### src/design/bfaq_pkg.sv
// bloom filter add/query package: state codes, action codes, hash constants
// no dependencies
package bfaq_pkg;

  localparam logic [63:0] GOLDEN    = 64'h9E37_79B9_7F4A_7C15;
  localparam logic [63:0] SEED_STEP = 64'h0000_0100_0000_01B3;

  localparam logic [1:0] ACT_ADD   = 2'd0;
  localparam logic [1:0] ACT_QUERY = 2'd1;
  localparam logic [1:0] ACT_LOAD  = 2'd2;

  localparam logic REG_BIT_COUNT  = 1'b0;
  localparam logic REG_HASH_COUNT = 1'b1;

  typedef enum logic [2:0] {
    S_CLEAR,
    S_IDLE,
    S_START,
    S_MOD,
    S_RMW,
    S_DONE
  } state_t;

  typedef struct packed {
    logic        start;
    logic [63:0] dividend;
    logic [16:0] divisor;
  } mod_req_t;

  typedef struct packed {
    logic        done;
    logic [16:0] rem;
  } mod_rsp_t;

endpackage

### src/design/bfaq_mod.sv
// bit-serial remainder unit: 64-bit dividend modulo a 17-bit divisor
// the dividend is shifted in one bit at a time, then done is raised; depends on bfaq_pkg
module bfaq_mod import bfaq_pkg::*; (
  input  logic     clk,
  input  logic     rst,
  input  mod_req_t req,
  output mod_rsp_t rsp
);

  logic        busy;
  logic        done;
  logic [6:0]  count;
  logic [63:0] quot;
  logic [16:0] divisor;
  logic [17:0] rem;
  logic [17:0] trial;
  logic [17:0] rem_next;

  always_comb begin
    trial    = {rem[16:0], quot[63]};
    rem_next = (trial >= {1'b0, divisor}) ? trial - {1'b0, divisor} : trial;
  end

  always_ff @(posedge clk) begin
    if (rst) begin
      busy  <= 1'b0;
      count <= '0;
      done  <= 1'b0;
    end else begin
      done <= 1'b0;
      if (req.start) begin
        busy  <= 1'b1;
        count <= '0;
      end else if (busy) begin
        count <= count + 7'd1;
        if (count == 7'd63) begin
          busy <= 1'b0;
          done <= 1'b1;
        end
      end
    end
  end

  always_ff @(posedge clk) begin
    if (req.start) begin
      quot    <= req.dividend;
      divisor <= req.divisor;
      rem     <= '0;
    end else if (busy) begin
      quot <= {quot[62:0], 1'b0};
      rem  <= rem_next;
    end
  end

  assign rsp = '{done: done, rem: rem[16:0]};

endmodule

### config.mk
export PLATFORM = sky130hd
export DESIGN_NAME = bfaq_mod
export DESIGN_NICKNAME = d
export VERILOG_FILES = /design/src/design/bfaq_pkg.sv /design/src/design/bfaq_mod.sv
export SDC_FILE = /design/constraint.sdc
export NUM_CORES = 1
export LEC_CHECK = 0
export BUFFER_PORTS_ARGS = -buffer_cell sky130_fd_sc_hd__buf_2
export CAP_MARGIN = 10
export CORE_UTILIZATION = 30
export DETAILED_ROUTE_END_ITERATION = 7
export HOLD_SLACK_MARGIN = 0.03
export PLACE_DENSITY = 0.51
export SLEW_MARGIN = 40
export SYNTH_ARGS = -nofsm -noshare
export SYNTH_HDL_FRONTEND = slang
export SYNTH_SLANG_ARGS = --single-unit
export TNS_END_PERCENT = 1
### constraint.sdc
create_clock -name clk -period 3.1 [get_ports clk]
set_input_delay 0.62 -clock clk [delete_from_list [all_inputs] [get_ports clk]]
set_output_delay 0.62 -clock clk [all_outputs]
set_load 0.005 [all_outputs]
==> results of run 1 <==
==> worst max path at each step <==
stage                        start  endpoint  slack (ns)  depth (start not counted)
after floorplan            req[81]   quot[0]        0.30                          3
after global placement    quot[63]    rem[2]        0.48                         10
after detailed placement  quot[63]    rem[2]        0.41                         10
after CTS                 quot[63]    rem[2]        0.38                         10
after global routing      quot[63]    rem[9]        0.14                         11
final                     quot[63]    rem[2]        0.37                         10
==> critical path: stages (launching register included) <==
cell and delay [ns]:
edfxtp_1 0.39, inv_1 0.08, ha_1 0.15, inv_1 0.05, fa_1 0.39, a21o_1 0.24, a221oi_2 0.35, o211ai_2 0.15
a21o_1 0.31, and3_1 0.20, a311o_1 0.31
==> power groups by stage <==
stage | sequential, W | combinational, W | clock, W
2_1_floorplan | 0.00177 | 0.000446 | 0
3_3_place_gp | 0.00179 | 0.000613 | 0
3_5_place_dp | 0.00179 | 0.000620 | 0
6_report | 0.00176 | 0.000615 | 0.00115
5_1_grt | 0.00177 | 0.000691 | 0.00125
4_1_cts | 0.00176 | 0.000623 | 0.00121
==> per-layer routing <==
metal	wire, um	vias up	global-route usage
li1	-	1783	-
met1	4950	1718	0.161
met2	5120	130	0.209
met3	1090	15	0.0627
met4	131	0	0.0437
met5	0	-	0
==> logic make-up (layout without fill, tap and decap cells) <==
group                      count (synthesis)  after routing  synth area share
and+or+nand+nor                          100            100            0.0885
buffers and inverters                     45            146            0.0382
other                                      0              3                 0
adders and majority gates                 19             19            0.0465
xor gates and xnor gates                  16             16            0.0266
muxes                                     64             64             0.136
DFF                                      107            107             0.560
AOI/OAI and AO/OA                         76             76             0.104
==> area by class of cell <==
type	instances	area, um^2	area share
Antenna cell	3	7.51	0.00119
Timing Repair Buffer	108	586	0.0925
Clock buffer	10	229	0.0362
Tap cell	225	282	0.0445
Inverter	22	82.6	0.0131
Clock inverter	6	65.1	0.0103
Multi-Input combinational cell	275	2120	0.336
Sequential cell	107	2950	0.467
==> registers in the layout (all words and copies together) (netlist names) <==
| name | count |
|---|---|
| quot | 64 |
| divisor | 17 |
| rem | 17 |
| count | 7 |
| busy | 1 |
| done | 1 |
==> cells in the final DEF (no fill, tap or decap), types with 3 or more instances in the layout <==
master       n
a21o_1       8
nand4_1      8
and3_1       5
inv_1       22
mux2_2      63
a21oi_1     21
diode_2      3
o21a_1       3
a31oi_1      5
nand2b_1     4
nor2_1      31
ha_1        18
buf_4        6
edfxtp_1    81
xor2_1      10
o211ai_1     3
nand2_1     30
clkbuf_16    9
nand3_1      6
o21ai_0      9
buf_2      100
a311oi_1     8
xnor2_1      6
nor3_1       4
dfxtp_1     26
==> metrics by stage <==
step                      total power (W)  std cells
final                             0.00352        756
after global routing              0.00372        754
after CTS                         0.00359        753
after detailed placement          0.00241        737
after global placement            0.00240        737
after floorplan                   0.00222        427
==> run summary, run 1 <==
Yosys top cell area share - 0.461
Arr. time, crit path - 2.98 ns
placed inst area - 0.00603 mm^2
Core ar. - 0.0172 mm^2
Hold Slack - 0.430 ns
std cell rows - 48
DRT antenna net count - 0
Tmin final - 2.73 ns
RSZ-0062 raised after global routing - no
top-count cell post-synth - edfxtp_1
initial core utilization - 0.306
post-CTS setup buffer count - 0
critical path class - register to register
number of flops mapped to enable cells by yosys - 81
CP Capture Type - register
Slew @ Worst Pin - 0.442 ns
fill cell count - 1700
via count - 3646
die height - 135 um
CTS max path bufs - 2
outcome - completed
hold buffer count at cts - 0
Post-Syn Area - 0.00528 mm^2
H-tree depth - 3
top achievable clock speed - 366 MHz
vias in the first global route - 3831
Hold Path Depth - 2
share of cells above drive strength 1 - 0.371
Starting DRT DRC Count - 151
Max VDD drop - 0.271 mV
Final Wtd Congestion - 0.834
CTS buffer count - 9
number of library cell types mapped by synthesis - 53
P&R area growth vs syn - 19.9%
clock sink count - 107
Worst EP required - 3.35 ns
cell area power density - 557 mW/mm^2
flops & latches, synth - 107
Congestion Overflow GR - 0
Period Utilization, post-route - 0.881
Hold Path Sink - busy
largest net degree at the start of global routing - 67
CTS resizes - 0
WL final - 11300 um
Syn Nets - 530
Post-Syn Instances - 427
sequential power share - 0.498
initial antenna violation count - 3
CP Launch Type - register
Post-Syn Area per Cell - 12.4 um^2
DR vias/cell - 4.82
Internal - 0.00255 W
area of the die - 0.0181 mm^2
clk slew on worst S/H paths - 0.08 ns
Max-Cap Viols - 0
num ports - 102
CTS Root Cell - clkbuf_16
Clock Latency Late Sink - 0.36 ns
top post-synthesis cells by area - edfxtp_1, mux2_2, dfxtp_1, ha_1, nand2_1
Layout Skew - 0.0124 ns
final worst slack - 0.370 ns
relative slew slack - 0.698
Util after Layout - 0.367
ys async rst share - 0
width of the die - 135 um
Synth top cells by count - edfxtp_1, mux2_2, nand2_1, nor2_1, dfxtp_1
fin area - 0.00633 mm^2
P_sw - 0.000970 W
PortBufs - 101
min-delay worst type - input port to register
Total GRT Usage - 0.133
final-report hold violation count - 0
Hold Crit Start - rst
sequential-to-total area share from yosys stat - 0.560
Reg2Reg Setup Slack - 0.37 ns
R2R depth - 10
Post-route DRC - 0
CTS tree - done
Syn. warnings - 0
post-placement worst setup slack - 0.406 ns
Final setup viols - 0
Main synth FF type - edfxtp_1
logic gate share of total power - 0.175
Pins Over Slew Limit - 0
wire per inst - 14.9 um
Crit Reg-Reg Startpoint - quot[63]
Reg-to-Reg End - rem[2]
first-pass GRT wire length - 18800 um
clock share of power - 0.327
area leader, netlist - edfxtp_1
post-route setup TNS - 0 ns
DP HPWL - 8060 um
Lkg Pwr - 2.57 nW
fin nets - 626
worst-path maximum fanout - 11
Sw Share - 0.275
first-pass detailed-route iteration total - 6
Power figures use the tool's default switching activity.
==> run 2: changes to the inputs <==
BUFFER_PORTS_ARGS = not set   (was -buffer_cell sky130_fd_sc_hd__buf_2)
DONT_BUFFER_PORTS = 1   (was not set)
PLACE_DENSITY = not set   (was 0.51)
==> run summary, run 2 (synthesized netlist as in run 1, its figures left out) <==
max reg flops - 64 (unchanged)
Tmin final - 2.87 ns (+0.139 ns)
num ports - 102 (unchanged)
min-delay worst type - input port to register
DP HPWL - 7690 um (-4.6%)
Worst EP required - 3.34 ns (about the same)
Final Wtd Congestion - 0.808 (-3.1%)
post-placement worst setup slack - 0.290 ns (-0.116 ns)
Max-Cap Viols - 0 (unchanged)
DRT antenna net count - 0 (unchanged)
worst-path maximum fanout - 16 (+5)
Clock Latency Late Sink - 0.36 ns (about the same)
Slew @ Worst Pin - 0.569 ns (+0.127 ns)
RSZ-0062 raised after global routing - no
Core ar. - 0.0172 mm^2 (unchanged)
Sw Share - 0.271 (-0.00474)
clk slew on worst S/H paths - 0.08 ns (about the same)
Total GRT Usage - 0.126 (-0.00756)
die height - 135 um (unchanged)
Max VDD drop - 0.309 mV (+14%)
clock sink count - 107 (unchanged)
CTS buffer count - 9 (unchanged)
critical path class - register to register
CTS resizes - 0 (unchanged)
via count - 3258 (-11%)
relative slew slack - 0.620 (-0.0773)
Final setup viols - 0 (unchanged)
fin nets - 522 (-17%)
CTS max path bufs - 2 (unchanged)
P_sw - 0.000926 W (-4.5%)
final worst slack - 0.231 ns (-0.139 ns)
Tot Pwr - 0.00342 W (-2.8%)
CP Capture Type - register
area of the die - 0.0181 mm^2 (unchanged)
CTS Root Cell - clkbuf_16
largest net degree at the start of global routing - 100 (+49%)
Internal - 0.00250 W (-2.2%)
top achievable clock speed - 349 MHz (-4.9%)
share of cells above drive strength 1 - 0.217 (-0.154)
initial core utilization - 0.306 (unchanged)
outcome - completed
Arr. time, crit path - 3.11 ns (+0.13 ns)
cell area power density - 592 mW/mm^2 (+6.3%)
Period Utilization, post-route - 0.925 (+0.0450)
CTS tree - done
Lkg Pwr - 2.13 nW (-17%)
post-route setup TNS - 0 ns (unchanged)
Starting DRT DRC Count - 186 (+23%)
sequential power share - 0.515 (+0.017)
fill cell count - 1707 (+0.41%)
width of the die - 135 um (unchanged)
PortBufs - 0 (-100%)
clock share of power - 0.335 (+0.008)
initial antenna violation count - 4 (+1)
hold buffer count at cts - 0 (unchanged)
CP Launch Type - register
Hold Slack - 0.324 ns (-0.106 ns)
Post-route DRC - 0 (unchanged)
DR vias/cell - 5.00 (+3.8%)
commonest non-fill, non-tap cell in the layout - edfxtp_1
P&R area growth vs syn - 9.61%
Reg2Reg Setup Slack - 0.23 ns (-0.14 ns)
H-tree depth - 3 (unchanged)
Top reg by flops - quot
Util after Layout - 0.335 (-0.0317)
wire per inst - 17.0 um (+13%)
post-CTS setup buffer count - 0 (unchanged)
total area of sequential cells - 0.00295 mm^2 (unchanged)
WL final - 11000 um (-2.3%)
std cell rows - 48 (unchanged)
vias in the first global route - 3411 (-11%)
final-report hold violation count - 0 (unchanged)
logic gate share of total power - 0.150 (-0.025)
Largest regs - quot x64, divisor x17, rem x17
Congestion Overflow GR - 0 (unchanged)
most frequent cells in the layout - edfxtp_1, mux2_2, nor2_1
Layout Skew - 0.0131 ns (+0.000708 ns)
Pins Over Slew Limit - 0 (unchanged)
first-pass GRT wire length - 17600 um (-6.2%)
Multi-input gate area - 0.00212 mm^2 (unchanged)
first-pass detailed-route iteration total - 4 (-2)
==> run 2: cell count changes in the layout (fill, tap and decap cells not counted) <==
cell      delta
buf_4        -3
inv_6        -1
diode_2      -1
buf_2      -100
clkinv_4     +1
buf_12       -1
==> run 2: per-stage QoR <==
step,std cells,cell area (um^2)
finish,651,5780
global route,650,5780
CTS,649,5780
detailed placement,633,5480
global placement,633,5480
floorplan,427,5280
==> run 2: metal layers <==
metal | vias to the layer above | track usage | share of wire
li1 | 1578 | - | -
met1 | 1563 | 0.145 | 0.43
met2 | 101 | 0.203 | 0.46
met3 | 14 | 0.0687 | 0.10
met4 | 2 | 0.0318 | 0.0091
met5 | - | 0 | 0.0012
==> run 2: layout make-up <==
| cell class | count | area share |
|---|---|---|
| Antenna cell | 2 | 0.000866 |
| Clock buffer | 10 | 0.0396 |
| Clock inverter | 6 | 0.0113 |
| Inverter | 22 | 0.0143 |
| Multi-Input combinational cell | 275 | 0.367 |
| Sequential cell | 107 | 0.511 |
| Tap cell | 225 | 0.0487 |
| Timing Repair Buffer | 4 | 0.00736 |
==> run 2: critical path, cell delays in order, from the launching register on <==
cell      delay [ns]
edfxtp_1        0.40
inv_1           0.08
ha_1            0.16
inv_1           0.05
fa_1            0.40
a21o_1          0.24
a221oi_2        0.34
o211ai_2        0.15
a21o_1          0.38
and3_1          0.25
a311o_1         0.30
==> run 2: path summary, 6_finish.rpt <==
path	start	to	cells past startpoint
setup / recovery	quot[63]	rem[2]	10
hold reg to reg	count[6]	count[6]	2
hold / removal	rst	busy	1
setup reg to reg	quot[63]	rem[2]	10
==> run 2: power groups by stage <==
stage                     clock, W  sequential [W]  combinational (W)
after floorplan                  0         0.00177           0.000446
after global placement           0         0.00180           0.000501
after detailed placement         0         0.00180           0.000511
after CTS                  0.00119         0.00177           0.000514
after global routing       0.00124         0.00178           0.000571
final                      0.00115         0.00176           0.000512
==> run 3: changes to the inputs <==
clock period = 2.8 ns   (was 3.1 ns; I/O delays follow)
==> run summary, run 3 (synthesized netlist as in run 1, its figures left out) <==
num ports - 102 (unchanged)
Max-Cap Viols - 0 (unchanged)
Tmin final - 2.69 ns (-0.179 ns)
most frequent cells in the layout - edfxtp_1, mux2_2, nor2_1
DRT antenna net count - 0 (unchanged)
commonest non-fill, non-tap cell in the layout - edfxtp_1
die height - 135 um (unchanged)
Worst EP required - 3.02 ns (-0.32 ns)
fin nets - 525 (+0.57%)
CTS buffer count - 9 (unchanged)
Total GRT Usage - 0.131 (+0.00504)
most used routing layer - met2
delay-heaviest family, CP - compound AO/OA/AOI/OAI gates
largest net degree at the start of global routing - 100 (unchanged)
CP Launch Type - register
Layout Skew - 0.0134 ns (+0.000291 ns)
Post-route DRC - 0 (unchanged)
critical path class - register to register
final-report hold violation count - 0 (unchanged)
GR Layer Usage met2 - 0.202 (-0.000864)
P&R area growth vs syn - 10.6%
relative slew slack - 0.688 (+0.0670)
post-route setup TNS - 0 ns (unchanged)
width of the die - 135 um (unchanged)
RSZ-0062 raised after global routing - no
CTS Root Cell - clkbuf_16
outcome - completed
CTS max path bufs - 2 (unchanged)
first-pass GRT wire length - 18200 um (+3.3%)
Congestion Overflow GR - 0 (unchanged)
CTS tree - done
Final setup viols - 0 (unchanged)
global routing usage on met1 - 0.151 (+0.00641)
wire per inst - 17.1 um (+0.98%)
Largest regs - quot x64, divisor x17, rem x17
area of the die - 0.0181 mm^2 (unchanged)
Clock Latency Late Sink - 0.36 ns (about the same)
first-pass detailed-route iteration total - 5 (+1)
H-tree depth - 3 (unchanged)
top achievable clock speed - 372 MHz (+6.7%)
CP Capture Type - register
vias in the first global route - 3424 (+0.38%)
Slew @ Worst Pin - 0.467 ns (-0.102 ns)
Core ar. - 0.0172 mm^2 (unchanged)
initial antenna violation count - 4 (unchanged)
Starting DRT DRC Count - 257 (+38%)
PortBufs - 0 (unchanged)
cell area power density - 655 mW/mm^2 (+11%)
DR vias/cell - 5.03 (+0.52%)
clock sink count - 107 (unchanged)
initial core utilization - 0.306 (unchanged)
via count - 3290 (+0.98%)
Worst path most repeated cell - inv_1
hold buffer count at cts - 0 (unchanged)
worst-path maximum fanout - 15 (-1)
clk slew on worst S/H paths - 0.08 ns (about the same)
WL final - 11200 um (+1.4%)
Lkg Pwr - 2.15 nW (+0.83%)
Period Utilization, post-route - 0.961 (+0.0351)
WP buf/inv - 3 (+1)
met3 Use GR - 0.0657 (-0.00300)
Tot Pwr - 0.00382 W (+12%)
Final Wtd Congestion - 0.849 (+5.1%)
DP HPWL - 7920 um (+3.0%)
share of cells above drive strength 1 - 0.225 (+0.00784)
Critical Path Slowest Stage Cell - edfxtp_1
std cell rows - 48 (unchanged)
max reg flops - 64 (unchanged)
slowest stage delay, CP - 0.40 ns (about the same)
critical path cell sequence - inv_1 > ha_1 > inv_1 > fa_1 > a21o_1 > a221oi_4 > o211ai_2 > a21o_4 > buf_4 > o31ai_1 > a31oi_1
Max VDD drop - 0.275 mV (-11%)
min-delay worst type - input port to register
Pins Over Slew Limit - 0 (unchanged)
Arr. time, crit path - 2.91 ns (-0.20 ns)
Top reg by flops - quot
-- run 3: final timing paths --
| check | start | endpoint | slack (ns) | cells past startpoint |
|---|---|---|---|---|
| worst max-delay path | quot[63] | rem[9] | 0.11 | 11 |
| worst min-delay path | rst | busy | 0.26 | 1 |
| worst max register to register | quot[63] | rem[9] | 0.11 | 11 |
| worst min register to register | count[6] | count[6] | 0.49 | 2 |
-- run 3: routing by layer --
layer | vias to the layer above | share of wire
met3 | 24 | 0.11
met4 | 2 | 0.029
met1 | 1549 | 0.41
met5 | - | 0.00080
met2 | 132 | 0.45
li1 | 1583 | -
-- run 3: final cells by class --
class | count | area [um^2]
diodes | 2 | 5.00
fillers | 1698 | 11400
multi-input cells | 275 | 2150
flip-flops and latches | 107 | 2950
clock buffers | 10 | 229
clock inverters | 6 | 70.1
repair buffers | 7 | 65.1
inverters | 22 | 82.6
well taps | 225 | 282
-- run 3: report_power, final --
part	switching [W]	internal [W]
Sequential	0.0000735	0.00188
Combinational	0.000325	0.000267
Clock	0.000645	0.000635
Total	0.00104	0.00278
-- run 3: metrics by stage --
step / utilization / cells / worst slack [ns] / hold WS (ns) / instance area (um^2)
detailed placement: 0.319 / 636 / 0.114 / 0.480 / 5510
finish: 0.339 / 654 / 0.110 / 0.260 / 5840
floorplan: - / 427 / 0.0603 / 0.454 / 5280
global placement: 0.319 / 636 / 0.230 / 0.465 / 5510
CTS: 0.337 / 652 / 0.0853 / 0.248 / 5800
global route: 0.338 / 653 / 0.00527 / 0.252 / 5830
-- run 3: what timing repair did --
action                     4_1_cts  5_1_grt
buffers inserted                 0        0
setup endpoints to repair        0       11
gates resized for setup          0        3
